[src/rtl/core/afrp_pkg.sv]
// Package for the API frame receive parser.
// Holds the parse phase type, the frame constants and the result beat type.
// Depends on nothing.
package afrp_pkg;

    typedef enum logic [2:0] {
        PH_HUNT    = 3'd0,
        PH_LEN_HI  = 3'd1,
        PH_LEN_LO  = 3'd2,
        PH_API     = 3'd3,
        PH_HEADER  = 3'd4,
        PH_PAYLOAD = 3'd5,
        PH_CHECK   = 3'd6
    } t_phase;

    // Header field positions after the API id.
    typedef enum logic [1:0] {
        HDR_SRC_HI  = 2'd0,
        HDR_SRC_LO  = 2'd1,
        HDR_RSSI    = 2'd2,
        HDR_OPTIONS = 2'd3
    } t_hdr_idx;

    localparam logic [7:0]  START_BYTE = 8'h7E;
    localparam logic [7:0]  RX16_ID    = 8'h81;
    localparam logic [7:0]  SUM_BASE   = 8'hFF;
    localparam logic [15:0] HEADER_LEN = 16'd5;

    typedef struct packed {
        logic [7:0]  data_byte;
        logic [15:0] source_addr;
        logic [7:0]  signal_strength;
        logic        is_end;
        logic        checksum_ok;
    } t_result;

endpackage

[src/rtl/core/afrp_front.sv]
// Front part of the API frame receive parser: per-byte frame state machine.
// Classifies each received beat and builds at most one result beat from it.
// Depends on afrp_pkg.
module afrp_front (
    input  logic              i_clk,
    input  logic              i_rst_n,
    input  logic              i_valid,
    input  logic [7:0]        i_byte,
    output logic              o_res_valid,
    output afrp_pkg::t_result o_res
);

    afrp_pkg::t_phase r_phase, n_phase;
    logic [7:0]       r_len_hi, n_len_hi;
    logic [1:0]       r_hdr_idx, n_hdr_idx;
    logic [15:0]      r_bytes_left, n_bytes_left;
    logic [7:0]       r_sum, n_sum;
    logic [15:0]      r_source, n_source;
    logic [7:0]       r_strength, n_strength;

    logic [15:0] len_full;
    logic [15:0] bytes_dec;

    assign len_full  = {r_len_hi, i_byte};
    assign bytes_dec = (r_bytes_left != 16'd0) ? (r_bytes_left - 16'd1) : 16'd0;

    always_ff @(posedge i_clk) begin
        if (!i_rst_n) begin
            r_phase      <= afrp_pkg::PH_HUNT;
            r_len_hi     <= 8'd0;
            r_hdr_idx    <= 2'd0;
            r_bytes_left <= 16'd0;
            r_sum        <= 8'd0;
            r_source     <= 16'd0;
            r_strength   <= 8'd0;
        end else begin
            r_phase      <= n_phase;
            r_len_hi     <= n_len_hi;
            r_hdr_idx    <= n_hdr_idx;
            r_bytes_left <= n_bytes_left;
            r_sum        <= n_sum;
            r_source     <= n_source;
            r_strength   <= n_strength;
        end
    end

    always_comb begin
        n_phase      = r_phase;
        n_len_hi     = r_len_hi;
        n_hdr_idx    = r_hdr_idx;
        n_bytes_left = r_bytes_left;
        n_sum        = r_sum;
        n_source     = r_source;
        n_strength   = r_strength;

        o_res_valid           = 1'b0;
        o_res.data_byte       = i_byte;
        o_res.source_addr     = r_source;
        o_res.signal_strength = r_strength;
        o_res.is_end          = 1'b0;
        o_res.checksum_ok     = 1'b0;

        if (i_valid) begin
            case (r_phase)
                afrp_pkg::PH_LEN_HI: begin
                    n_len_hi = i_byte;
                    n_phase  = afrp_pkg::PH_LEN_LO;
                end
                afrp_pkg::PH_LEN_LO: begin
                    n_bytes_left = (len_full < afrp_pkg::HEADER_LEN) ? 16'd0 :
                                   (len_full - afrp_pkg::HEADER_LEN);
                    n_phase      = afrp_pkg::PH_API;
                end
                afrp_pkg::PH_API: begin
                    if (i_byte == afrp_pkg::RX16_ID) begin
                        n_sum     = i_byte;
                        n_hdr_idx = 2'd0;
                        n_phase   = afrp_pkg::PH_HEADER;
                    end else begin
                        n_phase = afrp_pkg::PH_HUNT;
                    end
                end
                afrp_pkg::PH_HEADER: begin
                    n_sum = r_sum + i_byte;
                    case (afrp_pkg::t_hdr_idx'(r_hdr_idx))
                        afrp_pkg::HDR_SRC_HI: n_source = {i_byte, r_source[7:0]};
                        afrp_pkg::HDR_SRC_LO: n_source = {r_source[15:8], i_byte};
                        afrp_pkg::HDR_RSSI:   n_strength = i_byte;
                        default: ;
                    endcase
                    if (r_hdr_idx == afrp_pkg::HDR_OPTIONS) begin
                        n_hdr_idx = 2'd0;
                        n_phase   = (r_bytes_left == 16'd0) ? afrp_pkg::PH_CHECK :
                                                              afrp_pkg::PH_PAYLOAD;
                    end else begin
                        n_hdr_idx = r_hdr_idx + 2'd1;
                    end
                end
                afrp_pkg::PH_PAYLOAD: begin
                    n_sum        = r_sum + i_byte;
                    o_res_valid  = 1'b1;
                    n_bytes_left = bytes_dec;
                    if (bytes_dec == 16'd0) begin
                        n_phase = afrp_pkg::PH_CHECK;
                    end
                end
                afrp_pkg::PH_CHECK: begin
                    o_res_valid       = 1'b1;
                    o_res.data_byte   = 8'd0;
                    o_res.is_end      = 1'b1;
                    o_res.checksum_ok = ((afrp_pkg::SUM_BASE - r_sum) == i_byte);
                    n_phase           = afrp_pkg::PH_HUNT;
                end
                default: begin
                    // Hunting, and the unused phase code as well.
                    n_phase = (i_byte == afrp_pkg::START_BYTE) ? afrp_pkg::PH_LEN_HI :
                                                                 afrp_pkg::PH_HUNT;
                end
            endcase
        end
    end

    // The payload phase is only entered with bytes left and is left when none remain.
    a_payload_nonzero: assert property (@(posedge i_clk) disable iff (!i_rst_n)
        r_phase == afrp_pkg::PH_PAYLOAD |-> r_bytes_left != 16'd0)
        else $error("payload phase with no payload bytes left");

    // An end beat comes only from the checksum phase, so the phase returns to hunting.
    a_end_to_hunt: assert property (@(posedge i_clk) disable iff (!i_rst_n)
        o_res_valid && o_res.is_end |=> r_phase == afrp_pkg::PH_HUNT)
        else $error("parser did not return to hunting after the end beat");

endmodule

[src/rtl/core/afrp_fifo.sv]
// Back part of the API frame receive parser: a short result queue.
// Stores result beats from the front part and presents the oldest one.
// Depends on afrp_pkg.
module afrp_fifo #(
    parameter int DEPTH = 4
) (
    input  logic              i_clk,
    input  logic              i_rst_n,
    input  logic              i_wr,
    input  afrp_pkg::t_result i_wr_data,
    input  logic              i_rd,
    output afrp_pkg::t_result o_rd_data,
    output logic              o_empty,
    output logic              o_full
);

    localparam int AW = (DEPTH > 1) ? $clog2(DEPTH) : 1;
    localparam int CW = $clog2(DEPTH + 1);
    localparam logic [AW-1:0] LAST = AW'(DEPTH - 1);
    localparam logic [CW-1:0] FULL_CNT = CW'(DEPTH);

    afrp_pkg::t_result r_mem [DEPTH];
    logic [AW-1:0]     r_wr_ptr, r_rd_ptr;
    logic [CW-1:0]     r_count;
    logic              do_wr, do_rd;

    assign o_empty   = (r_count == '0);
    assign o_full    = (r_count == FULL_CNT);
    assign do_wr     = i_wr && !o_full;
    assign do_rd     = i_rd && !o_empty;
    assign o_rd_data = r_mem[r_rd_ptr];

    always_ff @(posedge i_clk) begin
        if (do_wr) begin
            r_mem[r_wr_ptr] <= i_wr_data;
        end
    end

    always_ff @(posedge i_clk) begin
        if (!i_rst_n) begin
            r_wr_ptr <= '0;
            r_rd_ptr <= '0;
            r_count  <= '0;
        end else begin
            if (do_wr) begin
                r_wr_ptr <= (r_wr_ptr == LAST) ? '0 : r_wr_ptr + AW'(1);
            end
            if (do_rd) begin
                r_rd_ptr <= (r_rd_ptr == LAST) ? '0 : r_rd_ptr + AW'(1);
            end
            if (do_wr && !do_rd) begin
                r_count <= r_count + CW'(1);
            end else if (do_rd && !do_wr) begin
                r_count <= r_count - CW'(1);
            end
        end
    end

    a_count_bound: assert property (@(posedge i_clk) disable iff (!i_rst_n)
        r_count <= FULL_CNT)
        else $error("queue fill count beyond its depth");

    a_count_track: assert property (@(posedge i_clk) disable iff (!i_rst_n)
        do_wr && !do_rd |=> r_count == $past(r_count) + CW'(1))
        else $error("queue fill count missed a write");

endmodule

[src/rtl/core/api_frame_receive_parser.sv]
// Top level of the API frame receive parser.
// Instantiates the front parser (afrp_front) and the result queue (afrp_fifo).
// Depends on afrp_pkg, afrp_front and afrp_fifo.

// The parser takes one received serial byte per beat and accepts a byte in
// every clock cycle while full is low. It hunts for the start byte 0x7E, reads
// the two length bytes and the API id, and keeps only frames with id 0x81;
// any other id sends it back to hunting. After the source address, signal
// strength and options bytes it streams out length minus five payload beats,
// each tagged with the frame's source address and signal strength, and then
// one end beat whose checksum_ok tells whether 0xFF minus the 8-bit sum from
// the API id through the last payload byte equals the checksum byte. A length
// below five gives an empty payload. Header and length bytes yield no result.
// The whole per-byte frame state is registered for each byte taken, so the
// sustained rate is one byte per cycle while full is low. A result is
// written into a queue of QUEUE_DEPTH entries on the same edge at which its
// byte is taken; if the queue was empty, it is on the result ports from the
// next cycle. full rises only when that queue is full, as results outpace pop.
module api_frame_receive_parser #(
    parameter int QUEUE_DEPTH = 4
) (
    input  logic        i_clk,
    input  logic        i_rst_n,
    input  logic        push,
    output logic        full,
    input  logic [7:0]  i_rx_byte,
    output logic        empty,
    input  logic        pop,
    output logic [7:0]  o_data_byte,
    output logic [15:0] o_source_addr,
    output logic [7:0]  o_signal_strength,
    output logic        o_is_end,
    output logic        o_checksum_ok
);

    logic              accept;
    logic              res_valid;
    afrp_pkg::t_result res;
    afrp_pkg::t_result head;

    // A byte beat is taken only while the queue has room for its result.
    assign accept = push && !full;

    afrp_front u_front (
        .i_clk       (i_clk),
        .i_rst_n     (i_rst_n),
        .i_valid     (accept),
        .i_byte      (i_rx_byte),
        .o_res_valid (res_valid),
        .o_res       (res)
    );

    afrp_fifo #(
        .DEPTH (QUEUE_DEPTH)
    ) u_fifo (
        .i_clk     (i_clk),
        .i_rst_n   (i_rst_n),
        .i_wr      (res_valid),
        .i_wr_data (res),
        .i_rd      (pop),
        .o_rd_data (head),
        .o_empty   (empty),
        .o_full    (full)
    );

    assign o_data_byte       = head.data_byte;
    assign o_source_addr     = head.source_addr;
    assign o_signal_strength = head.signal_strength;
    assign o_is_end          = head.is_end;
    assign o_checksum_ok     = head.checksum_ok;

endmodule

[config.mk]
export PLATFORM = sky130hd
export DESIGN_NAME = api_frame_receive_parser
export DESIGN_NICKNAME = d
export VERILOG_FILES = /design/src/rtl/core/afrp_pkg.sv /design/src/rtl/core/afrp_front.sv /design/src/rtl/core/afrp_fifo.sv /design/src/rtl/core/api_frame_receive_parser.sv
export SDC_FILE = /design/constraint.sdc
export NUM_CORES = 1
export LEC_CHECK = 0
export BUFFER_PORTS_ARGS = -buffer_cell sky130_fd_sc_hd__buf_4
export CAP_MARGIN = 40
export CORE_AREA = 2 2 155 157
export CTS_CLUSTER_DIAMETER = 40
export DETAILED_ROUTE_END_ITERATION = 8
export DIE_AREA = 0 0 157 159
export GPL_ROUTABILITY_DRIVEN = 0
export MAX_ROUTING_LAYER = met4
export PLACE_DENSITY = 0.63
export SETUP_SLACK_MARGIN = 0.5
export SYNTH_ARGS = -nofsm -noshare
export SYNTH_HDL_FRONTEND = slang
export SYNTH_SLANG_ARGS = --single-unit
[constraint.sdc]
create_clock -name i_clk -period 5.7 [get_ports i_clk]
set_clock_uncertainty 0.1 [all_clocks]
set_input_delay 1.14 -clock i_clk [delete_from_list [all_inputs] [get_ports i_clk]]
set_output_delay 1.14 -clock i_clk [all_outputs]
set_load 0.05 [all_outputs]
### Word-level counts from Yosys, hierarchy flattened

Memories as Yosys holds them, arrays and structs flattened. A register that Yosys moved wholly into a read port is not among the register bits.
Index checks and enable logic that the tools add are counted.

| word-level totals | value |
|---|---|
| input bits | 12 |
| output and inout port bits | 36 |
| memories kept | 1 |
| logic and storage cells | 99 |
| bits in writable memories | 136 |
| flip-flop bits (word level) | 68 |

| operators by class | value |
|---|---|
| magnitude comparators | 1 |
| mux-type cells | 29 |
| bitwise logic cells | 2 |
| $add $sub $neg | 9 |
| equal/unequal tests | 18 |
| reductions and logical operators | 28 |

Memory list:

| memory | depth | width | rd ports | clocked after memory_dff | wr ports | RTL line | source |
|---|---|---|---|---|---|---|---|
| u_fifo.r_mem | 4 | 34 | 1 | 1 | 1 | afrp_fifo.sv:22 | `afrp_pkg::t_result r_mem [DEPTH];` |

Operators by type and width:

| operator | number |
|---|---|
| 16-bit case mux with 2 select lines | 2 |
| 16-bit zero test | 2 |
| 16-bit 2-to-1 mux | 2 |
| 8-bit 2-to-1 mux | 3 |
| 2-bit 2-to-1 mux | 9 |
| 3-bit case mux with 6 select lines | 1 |
| 16-bit by 3-bit < comparator with 1-bit output (second input constant) | 1 |
| 8-bit case mux with 2 select lines | 1 |
| 16-bit nonzero test | 1 |
| 16-bit by 1-bit subtractor with 16-bit output (second input constant) | 1 |
| 16-bit by 3-bit subtractor with 16-bit output (second input constant) | 1 |
| 3-bit 2-to-1 mux | 5 |
| 3-bit == test (second input constant) | 4 |
| 3-bit AND reduction | 4 |
| 8-bit adder | 1 |
| 2-bit == test (second input constant) | 4 |
| 8-bit by 7-bit == test with 1-bit output (second input constant) | 1 |
| 8-bit == test | 1 |
| 8-bit == test (second input constant) | 1 |
| 4-bit AND reduction | 2 |
| 2-bit nonzero test | 4 |
| 8-bit subtractor (first input constant) | 1 |
| 2-bit by 1-bit adder with 2-bit output (second input constant) | 3 |
| 3-bit by 2-bit == test with 1-bit output (second input constant) | 2 |
| 14 further kinds | 30 |

### Depth between registers and ports, before layout

| depth | value |
|---|---|
| depth in word-level cells | 9 |
| mapped depth | 11 |
| depth with buffers taken out | 9 |

### Modules after synthesis

Synthesis repeated with hierarchy kept, for this count alone.

| unflattened totals | value |
|---|---|
| cells, all modules | 696 |
| area total of the unflattened synthesis | 9243.9 um^2 |

By module, submodules not included:

| module | times used | area each (um^2) | sequential area each (um^2) | cells an instance |
|---|---|---|---|---|
| afrp_fifo | 1 | 5435.2 | 4264.1 | 229 |
| afrp_front | 1 | 3794.9 | 1221.2 | 466 |
| api_frame_receive_parser | 1 | 13.8 | 0.0 | 1 |

### Least setup slack after synthesis

No wires, ideal clock.

| path | value |
|---|---|
| path type | input to register |
| from | input port push |
| to | register u_fifo.r_count[2] |
| setup slack | 2.458 ns |
| stages on the path | 10 |
| required time | 5.530 ns |
| arrival time | 3.071 ns |
| setup time | 0.070 ns |
| cell sequence | and2_1 > clkbuf_1 > and3_1 > clkbuf_1 > ha_1 > inv_1 > fa_1 > xor2_1 > or3_1 > a21oi_1 |

| on the way | value |
|---|---|
| word-level cells in the longest chain between the ends | 6 |
| elaborated cells on any way between the ends | 8 |

RTL lines:

| what | RTL line | source |
|---|---|---|
| start, declared | api_frame_receive_parser.sv:24 | `input logic push,` |
| 1-bit logical AND (*) | api_frame_receive_parser.sv:42 | `assign accept = push && !full;` |
| 1-bit 2-to-1 mux (*) | afrp_front.sv:63 | `if (i_valid) begin` |
| 1-bit logical AND (*) | afrp_fifo.sv:29 | `assign do_wr = i_wr && !o_full;` |
| via u_fifo.do_wr | afrp_fifo.sv:25 | `logic do_wr, do_rd;` |
| 1-bit zero test | afrp_fifo.sv:53 | `end else if (do_rd && !do_wr) begin` |
| 1-bit logical AND | afrp_fifo.sv:53 |  |
| 2-bit nonzero test (no source line) | -- |  |
| end signal, assigned | afrp_fifo.sv:52 | `r_count <= r_count + CW'(1);` |
| end signal, assigned | afrp_fifo.sv:54 | `r_count <= r_count - CW'(1);` |
| end, declared | afrp_fifo.sv:24 | `logic [CW-1:0] r_count;` |

Mark *: on every way through the listed nets, which the timed path passes. The rest lies on a longest branch.
A chain may end at the register's enable or synchronous reset.

==> results.rst <==
.. list-table::
   :header-rows: 1

   * - Metric
     - Value
   * - Result of the run
     - finished, final reports clean
   * - DRC errors left
     - 0
   * - Most frequent standard cell in the layout excluding fill and tap cells
     - edfxtp_1
   * - Final hold violation count
     - 0
   * - Dominant register cell in the synthesized netlist
     - edfxtp_1
   * - Drt via density
     - around 5.3
   * - Overall die area
     - about 25000 um^2
   * - Worst r2r src
     - u_fifo.r_count[0]
   * - Tightest hold margin
     - 395 ps
   * - Sequential fraction of design power
     - 0.386
   * - CTS Root Cell
     - clkbuf_16
   * - Stages on the worst setup path
     - 3
   * - WS Path Type
     - reg -> out
   * - Post-synth EDFFs
     - approximately 140
   * - Number of buffers created by CTS
     - 26
   * - Clock Pin Slew Worst Setup and Hold Paths
     - around 60 ps
   * - TritonCTS clock tree
     - yes
   * - Initial Utilization
     - 0.394
   * - Post-synthesis sequential area ratio
     - 0.600
   * - Number of library cell types mapped by synthesis
     - 63
   * - Required time at the worst-slack endpoint
     - roughly 4500 ps
   * - H-Tree Level Count
     - 1
   * - Slowest CP cell
     - dfxtp_2
   * - DIE HEIGHT
     - 159 um
   * - Number of non-filler instances in the completed layout
     - around 1100
   * - Global-route wire length before repair
     - 30900 um
   * - Data arrival, critical path
     - approximately 2500 ps
   * - # Max-Cap Violations
     - 0
   * - Net count, final
     - 788
   * - Placed wire-length estimate
     - ~12000 um
   * - Most numerous cell on the critical path
     - buf_4
   * - Layout Area Growth over Synthesis
     - 15.4%
   * - Clk_lat worst skew
     - a little over 500 ps
   * - Total negative slack for setup checks
     - 0 ps
   * - Num Clock Sinks
     - just over 200
   * - Post-route minimum period
     - 3760 ps
   * - Setup ws final
     - 1940 ps
   * - Internal power
     - between 2 and 3 mW
   * - Clock share of power
     - 0.350
   * - Switching power
     - 1.40 mW
   * - Cell Count Post-Placement
     - around 1000
   * - CP max FO
     - 19
   * - Sum of overflow across all layers after global routing
     - 0
   * - Fill count
     - around 2100
   * - Count of instances resized after the clock tree is built
     - 0
   * - Finished Cell Area
     - approximately 11000 um^2
   * - Startpoint types
     - register
   * - Mean instance size in the synthesized netlist
     - roughly 13 um^2
   * - Relative contribution of combinational cells to total power
     - 0.264
   * - Number of buffers inserted to repair setup after CTS
     - 0
   * - WL final
     - a little under 20000 um
   * - Count of state elements after synthesis
     - around 210
   * - Largest net degree at the start of global routing
     - 50
   * - Via count
     - 5804
   * - Global-route usage over all layers
     - 0.161
   * - Drt initial violations
     - approximately 430
   * - Worst setup slack after placement
     - between 2000 and 2500 ps
   * - Synthesized cell area
     - ~9000 um^2
   * - Proportion of register bits with asynchronous set or reset after synthesis
     - 0
   * - Max-slew violation total from the final report
     - 0
   * - Count of boundary I/O pins
     - 48
   * - Count of buffering cells on the critical path with inverters included
     - 2
   * - Synthesis warning total
     - 0
   * - Finish-stage setup viols
     - 0
   * - Count of antenna diodes in the layout
     - 0
   * - Cell Chain, Critical Path
     - buf_4 -> mux4_2 -> buf_4
   * - Hold Crit Class
     - reg -> reg
   * - Leading cell types in the layout, fill and taps excluded
     - 136 x edfxtp_1, 69 x dfxtp_1, 68 x nor2_1, 56 x buf_4, 47 x nand2_1
   * - Leakage component of the power
     - around 3.7 nW
   * - Syn Inst Count
     - approximately 710
   * - Buffers added on ports
     - 47
   * - Average wire per standard cell
     - roughly 18 um
   * - Antenna violations before repair
     - 0
   * - Achievable Freq
     - roughly 0.27 GHz
   * - Hold Path Stages
     - 2
   * - Site row count
     - 56
   * - Worst Setup End Kind
     - output port
   * - Proportion of layout cells with a drive suffix above 1
     - 0.191
   * - Number of nets with antenna violations after routing
     - 0
   * - Kind of cell adding the most delay to the critical path
     - flip-flops
   * - Number of nets in the synthesized netlist
     - 748
   * - Transition time of the tightest slew-check pin
     - 881 ps
   * - Area after DPL
     - between 9000 and 10000 um^2
   * - Net switching fraction of the power
     - 0.323
   * - Hold path startpoint
     - u_fifo.r_count[2]
   * - X dimension of the die
     - between 150 and 200 um
   * - Period Utilization, post-route
     - 0.659
   * - Setup repair after global routing missed its margin
     - no
   * - Deepest clock path buffer count
     - 3
   * - Area of the core
     - roughly 23000 um^2
   * - Largest vdd supply drop
     - roughly 0.22 mV
   * - Largest incremental delay on the critical path
     - a little over 700 ps
   * - Relative slew slack
     - 0.405
   * - Number of iterations in the first detailed-routing pass
     - 4
   * - Hold buffer count at CTS
     - 0
   * - Number of global-route vias before repair
     - roughly 5700
   * - R2r worst-path depth
     - 9
   * - Pwr Density
     - around 400 nW/um^2
-- worst paths after layout --
kind                            end  slack (ps)
hold / removal    u_fifo.r_count[2]         390
setup / recovery  o_source_addr[12]        1940
hold reg to reg   u_fifo.r_count[2]         390
setup reg to reg  u_fifo.r_count[2]        2940
-- tightest hold or removal path, delay by kind of cell (launching register included) --
| kind | cells | cell delay [ps] |
|---|---|---|
| flip-flops | 1 | 320 |
| AO/OA/AOI/OAI | 2 | 130 |
-- power by group through the flow --
stage               sequential, mW  clock, mW  combinational [mW]
floorplan                     1.66          0               0.917
global placement              1.70          0                1.15
detailed placement            1.70          0                1.15
CTS                           1.67       1.55                1.16
global route                  1.68       1.61                1.22
finish                        1.67       1.52                1.15
-- flip-flops by register name, summed over array words and instances, names as in the netlist, named ones only --
signal / cells
u_front.r_len_hi: 8
u_fifo.r_rd_ptr: 2
u_fifo.r_mem: 136
u_front.r_bytes_left: 16
u_fifo.r_count: 3
u_front.r_strength: 8
u_fifo.r_wr_ptr: 2
u_front.r_source: 16
u_front.r_sum: 8
u_front.r_hdr_idx: 2
u_front.r_phase: 3
-- layout make-up --
cell class	instances	area (um^2)	share of cell area
clock buffers	34	711	0.0673
multi-input cells	441	3350	0.317
repair buffers	56	420	0.0398
flip-flops and latches	206	5490	0.520
clock inverters	14	115	0.0109
well taps	319	399	0.0378
inverters	20	75.1	0.00711
-- synthesized netlist by cell type (11+ instances only) --
cell	n	share of area
nor2_1	68	0.028
ha_1	23	0.031
dfxtp_1	70	0.15
edfxtp_1	136	0.45
mux2i_1	11	0.012
and2_1	11	0.0075
a22oi_1	15	0.012
o21ai_0	27	0.015
nand2_1	47	0.019
nand3_1	22	0.012
mux4_2	34	0.084
clkbuf_1	22	0.0090
inv_1	19	0.0078
a21oi_1	44	0.024
xor2_1	16	0.015
-- kinds of logic (layout without fill, tap and decap cells) --
kind of cell             Yosys count  after routing  synth area share
flip-flops                       206            206             0.600
AO/OA/AOI/OAI                    120            120            0.0823
XOR/XNOR                          25             25            0.0239
AND/OR/NAND/NOR                  225            225             0.127
adder cells (fa/ha/maj)           25             25            0.0358
buffers and inverters             64            124            0.0345
multiplexers                      46             46            0.0970
-- metal layers --
metal | vias to the layer above | global-route usage | routed length (um)
met5 | - | - | 0
met4 | 0 | 0.0430 | 351
met3 | 28 | 0.0248 | 759
met1 | 2887 | 0.221 | 9110
li1 | 2765 | - | -
met2 | 124 | 0.249 | 9030
-- metrics by stage --
step           utilization  power, mW
4_1_cts              0.455       4.38
2_1_floorplan            -       2.57
3_5_place_dp         0.419       2.86
3_3_place_gp         0.419       2.85
6_report             0.455       4.33
5_1_grt              0.455       4.51
No activity file was read; power rests on OpenSTA's default activity.
